--- src/rtl/rud_pkg.sv ---
package rud_pkg;

    // datapath width of the recurrence (4..64)
    localparam int WIDTH = 32;
    // width of each operand and result field on the ports
    localparam int FIELD_W = 32;

    localparam int IN_TDATA_W  = ((2 * FIELD_W + 7) / 8) * 8;
    localparam int OUT_TDATA_W = ((2 * FIELD_W + 7) / 8) * 8;

    // one pipeline stage per quotient bit
    localparam int NUM_STAGES = WIDTH;

    typedef logic [WIDTH-1:0]   word_t;
    typedef logic [FIELD_W-1:0] field_t;

    typedef struct packed {
        word_t rem;      // partial remainder
        word_t quo;      // dividend bits shifting out, quotient bits shifting in
        word_t dvsr;
        logic  dbz;
    } stage_t;

endpackage

--- src/rtl/rud_stage.sv ---
module rud_stage
(
    input  logic            clk,
    input  logic            rst_n,
    input  logic            in_valid,
    output logic            in_ready,
    input  rud_pkg::stage_t in_data,
    output logic            out_valid,
    input  logic            out_ready,
    output rud_pkg::stage_t out_data
);

    localparam int W = rud_pkg::WIDTH;

    logic            valid_reg;
    rud_pkg::stage_t data_reg;
    rud_pkg::stage_t data_next;
    logic [W-1:0]    shifted;
    logic [W:0]      trial;

    // slot takes a request when empty or when its content moves on
    assign in_ready = !valid_reg || out_ready;

    always_comb
    begin
        shifted   = {in_data.rem[W-2:0], in_data.quo[W-1]};
        // bit W of the shifted remainder comes back as the trial's top bit
        trial     = {in_data.rem[W-1], shifted} - {1'b0, in_data.dvsr};
        data_next = in_data;
        if (!in_data.dbz)
        begin
            if (!trial[W])
            begin
                data_next.rem = trial[W-1:0];
                data_next.quo = {in_data.quo[W-2:0], 1'b1};
            end
            else
            begin
                data_next.rem = shifted;
                data_next.quo = {in_data.quo[W-2:0], 1'b0};
            end
        end
    end

    always_ff @(posedge clk or negedge rst_n)
    begin
        if (!rst_n)
        begin
            valid_reg <= 1'b0;
        end
        else if (in_ready)
        begin
            valid_reg <= in_valid;
        end
    end

    always_ff @(posedge clk)
    begin
        if (in_ready && in_valid)
        begin
            data_reg <= data_next;
        end
    end

    assign out_valid = valid_reg;
    assign out_data  = data_reg;

endmodule

--- config.mk ---
export PLATFORM = sky130hd
export DESIGN_NAME = rud_stage
export DESIGN_NICKNAME = d
export VERILOG_FILES = /design/src/rtl/rud_pkg.sv /design/src/rtl/rud_stage.sv
export SDC_FILE = /design/constraint.sdc
export NUM_CORES = 1
export LEC_CHECK = 0
export BUFFER_PORTS_ARGS = -buffer_cell sky130_fd_sc_hd__buf_4
export CORE_MARGIN = 2
export CORE_UTILIZATION = 46
export DETAILED_ROUTE_END_ITERATION = 10
export PLACE_DENSITY = 0.77
export SKIP_LAST_GASP = 1
export SYNTH_ARGS = -nofsm -noshare
export SYNTH_HDL_FRONTEND = slang
export SYNTH_SLANG_ARGS = --single-unit
--- constraint.sdc ---
create_clock -name clk -period 3.5 [get_ports clk]
set_clock_uncertainty 0.15 [all_clocks]
set_input_delay 0 -clock clk [delete_from_list [all_inputs] [get_ports clk]]
set_output_delay 0 -clock clk [all_outputs]
set_load 0.01 [all_outputs]
# After elaboration in Yosys (flattened, before gate mapping)
# Index checks and enable logic that the tools add are counted.
# op_classes
add_sub_neg	1
n_mux	2
n_reduce_logical	3
# ops
cell	count
$mux W64	2
$sub A33 B32 Y33	1
$logic_and A1 B1 Y1	1
$logic_not A1 Y1	1
$logic_or A1 B1 Y1	1
# word_totals
reg_bits	98
input_bits	101

# Longest topological paths before layout
# depth
word_depth	3
depth_mapped	13
mapped_depth_nobuf	12

# Worst setup path after synthesis
# OpenSTA, ideal clock, no wires.
# synth_timing
path_type	reg2reg
from	reg valid_reg, in the netlist out_valid
to	reg data_reg (netlist bit out_data[0]) (enable)
arrival_time_ns	2.850
setup_slack_ns	0.033
stages_incl_launch_ff	3
path_buffers	0
period_less_slack_ns	3.467
cell_sequence	dfrtp_1 > nand2b_1 > and2_1
# synth_between
elab_chain_len	3
# synth_lines
element	line_no	rtl
from (decl)	rud_stage.sv:15	logic valid_reg;
from (signal assigned)	rud_stage.sv:53	valid_reg <= in_valid;
$logic_not A1 Y1	rud_stage.sv:22	assign in_ready = !valid_reg || out_ready;
$logic_or A1 B1 Y1	rud_stage.sv:22	
via in_ready	rud_stage.sv:6	output logic in_ready,
$logic_and A1 B1 Y1	rud_stage.sv:59	if (in_ready && in_valid)
to (signal assigned)	rud_stage.sv:61	data_reg <= data_next;
to (decl)	rud_stage.sv:16	rud_pkg::stage_t data_reg;
# The timed path passes the listed nets, and every way through them passes these cells.
# A chain may end at the register's enable or synchronous reset.

==> summary.txt <==
Min path
  – Worst Hold Class: in -> reg
  – Beginning of the worst hold path: in_data[96]
  – Hold EP: out_data[74]
  – Worst hold stages: 3

Drt
  – Via count: 5537
  – Post-route DRC: 0
  – Via-to-Cell Ratio: 5.39
  – WL per Instance: 18.1 um
  – Post-route antenna net violation count: 0
  – Starting DRC count in detailed routing: 448
  – Post-Route WL: 18600 um
  – Initial DRT Pass Iterations: 5

Critical path
  – Worst r2r src: out_valid
  – R2R setup slack: 1560 ps
  – Critical path depth: 15
  – CP Launch Point: in_data[64]
  – Critical Path AT: 3360 ps
  – RR Endpoint: out_data[24]
  – Required time worst endpoint: 3450 ps
  – Worst path most repeated cell: mux2_2
  – CP Launch Type: input port
  – Critical path's slowest cell: dlygate4sd3_1
  – CP Buf/Inv Count: 4
  – Crit path max fanout: 5
  – Slowest stage delay, CP: 540 ps
  – Critical path type: in -> reg
  – Critical path cell sequence: dlygate4sd3_1 -> buf_4 -> inv_2 -> ha_4 -> fa_2 -> nand2b_4 -> a21o_2 -> a31oi_2 -> a221o_1 -> a211o_1 -> a31o_4 -> xnor2_4 -> buf_12 -> mux2_2 -> mux2_2
  – Top delay family on crit path: compound AO/OA/AOI/OAI gates
  – Worst Setup End Kind: register
  – FF-to-FF path depth: 3

Logic synthesis
  – Post-synth EDFFs: 97
  – Most used flip-flop cell after synthesis: edfxtp_1
  – Syn. warnings: 0
  – Synth async-reset ratio: 1.02%
  – Netlist cell types: 58
  – Flops & latches, synth: 98
  – Syn Inst Count: 544
  – Synth Net Count: 678
  – Mapped Area: 5990 um2
  – Seq/Total Area, Yosys: 49.0%
  – Mean cell area of the mapped netlist: 11.0 um2

STA
  – Final min period: 3410 ps
  – Crit share post-route: 97.4%
  – Achievable frequency: 0.293 GHz
  – Pins Over Slew Limit: 0
  – Worst rel slew slack: 35.1%
  – Final hold viol count: 0
  – Worst Tran Pin Value: 973 ps
  – Setup Viol. Count Final: 0

Power and ir drop
  – Power per cell area: 369 nW/um2
  – Pleak: 3.99 nW
  – Sw Share: 28.6%
  – Switching power: 0.964 mW
  – PnR Total Power: 3.38 mW
  – Gate power share: 31.3%
  – Worst VDD drop: 0.216 mV
  – Share of power burned in registers: 42.3%
  – Clk network pwr share: 26.4%
  – Pint: 2.41 mW

Floorplan
  – Die ar.: 14000 um2
  – Row count: 41
  – Top Ports: 200
  – Core area: 12700 um2
  – Die Height: 118 um
  – Initial Utilization: 47.3%
  – Die W: 118 um

Clocking
  – TritonCTS buffer count: 9
  – Worst-Skew Late Latency: 340 ps
  – Clock Pin Slew Worst Setup and Hold Paths: 70 ps
  – Htree depth: 3
  – Sink Count: 98
  – CTS tree: built
  – CTS max path bufs: 2
  – CTS Root Cell: clkbuf_16

Place
  – Placed Area: 7650 um2
  – Port bufs: 199
  – Placed Cells: 897
  – DP HPWL: 11800 um
  – GP Congestion: 0.887

Final layout
  – Final core utilization: 72.2%
  – Multi-input gate area in the final layout: 2840 um2
  – Most frequent cells in the layout: 205 x buf_4, 111 x dlygate4sd3_1, 97 x edfxtp_1
  – FF+latch area: 2940 um2
  – Layout Cells excl Fill: 1027
  – Area delta synth->final: 52.7%
  – Commonest non-fill, non-tap cell in the layout: buf_4
  – N_diodes: 0
  – # fillers: 850
  – Share of cells above drive strength 1: 31.8%
  – # nets final: 987
  – Finished Cell Area: 9150 um2

Run status
  – Status: finished clean

Global route
  – Number of global-route vias before repair: 5536
  – Initial antenna violation count: 0
  – First-pass GRT wire length: 29000 um
  – GRT Total Usage: 26.1%
  – Largest net degree at the start of global routing: 91
  – Grt ovf: 0

Run
  – Max Cap Viol: 0
[layer usage]
metal / wire length (um) / up-vias / part of all wire, % / GRT usage (%)
li1: - / 2630 / - / -
met1: 7670 / 2609 / 41 / 32.6
met2: 9220 / 259 / 50 / 44.2
met3: 1140 / 39 / 6.2 / 4.94
met4: 565 / 0 / 3.0 / 11.1
met5: 0 / - / 0 / 0
[worst max-delay path by stage]
stage / to / slack [ps]
floorplan: out_data[0] / 30
global placement: out_data[68] / 320
detailed placement: out_data[72] / 300
CTS: out_data[72] / 90
global route: out_data[87] / -10
finish: out_data[87] / 90
[layout make-up]
class / count / share of cell area [%]
Tap cell: 172 / 2.35
Sequential cell: 98 / 32.1
Clock buffer: 10 / 2.50
Multi-Input combinational cell: 383 / 31.0
Inverter: 40 / 1.64
Clock inverter: 3 / 0.219
Timing Repair Buffer: 321 / 30.2
[power by group through the flow]
| stage | Combinational, mW | Clock, mW | Sequential (mW) |
|---|---|---|---|
| final | 1.06 | 0.893 | 1.43 |
| after global routing | 1.14 | 0.939 | 1.43 |
| after CTS | 0.985 | 0.908 | 1.43 |
| after detailed placement | 0.875 | 0 | 1.45 |
| after global placement | 0.861 | 0 | 1.45 |
| after floorplan | 0.487 | 0 | 1.49 |
[sequential cells by signal (all words and copies together) (netlist names)]
signal and count:
out_data 97, out_valid 1
[synth_stat cells (12+ instances only)]
cell | count | area (um2)
inv_1 | 40 | 150
mux2_2 | 35 | 394
nor2_1 | 26 | 97.6
ha_1 | 32 | 400
a21o_1 | 13 | 97.6
a21oi_1 | 27 | 135
o21ai_1 | 16 | 80.1
nand3_1 | 12 | 60.1
mux2i_1 | 18 | 180
clkbuf_1 | 17 | 63.8
edfxtp_1 | 97 | 2910
o21ai_0 | 23 | 115
nand2_1 | 50 | 188
xor2_1 | 14 | 123
[per-stage QoR]
stage	setup slack [ps]	setup TNS [ps]	hold slack, ps
CTS	94.7	0	108
detailed placement	303	0	-374
finish	90.4	0	38.7
global placement	322	0	-375
floorplan	33.3	0	-446
global route	-13.1	-13.1	42.4
[worst min-delay path: stages]
cell     delay [ps]
buf_4           120
xnor2_2         160
o31ai_1          90
[kinds of logic (layout without fill, tap and decap cells)]
group / Yosys count / after routing / share of synthesized area, %
AOI/OAI and AO/OA: 136 / 136 / 15.0
xor gates and xnor gates: 26 / 26 / 4.12
adders and majority gates: 33 / 33 / 7.02
buffers and inverters: 63 / 374 / 4.39
DFF: 98 / 98 / 49.0
muxes: 53 / 53 / 9.59
and+or+nand+nor: 135 / 135 / 10.8
[repair_timing]
| action | 4_1_cts | 5_1_grt |
|---|---|---|
| resized for setup | 0 | 9 |
| setup buffers | 0 | 4 |
| endpoints found under the setup margin | 0 | 27 |
| hold buffers | 111 | 0 |
| endpoints found under the hold margin | 97 | 0 |
No activity file was read; power rests on OpenSTA's default activity.
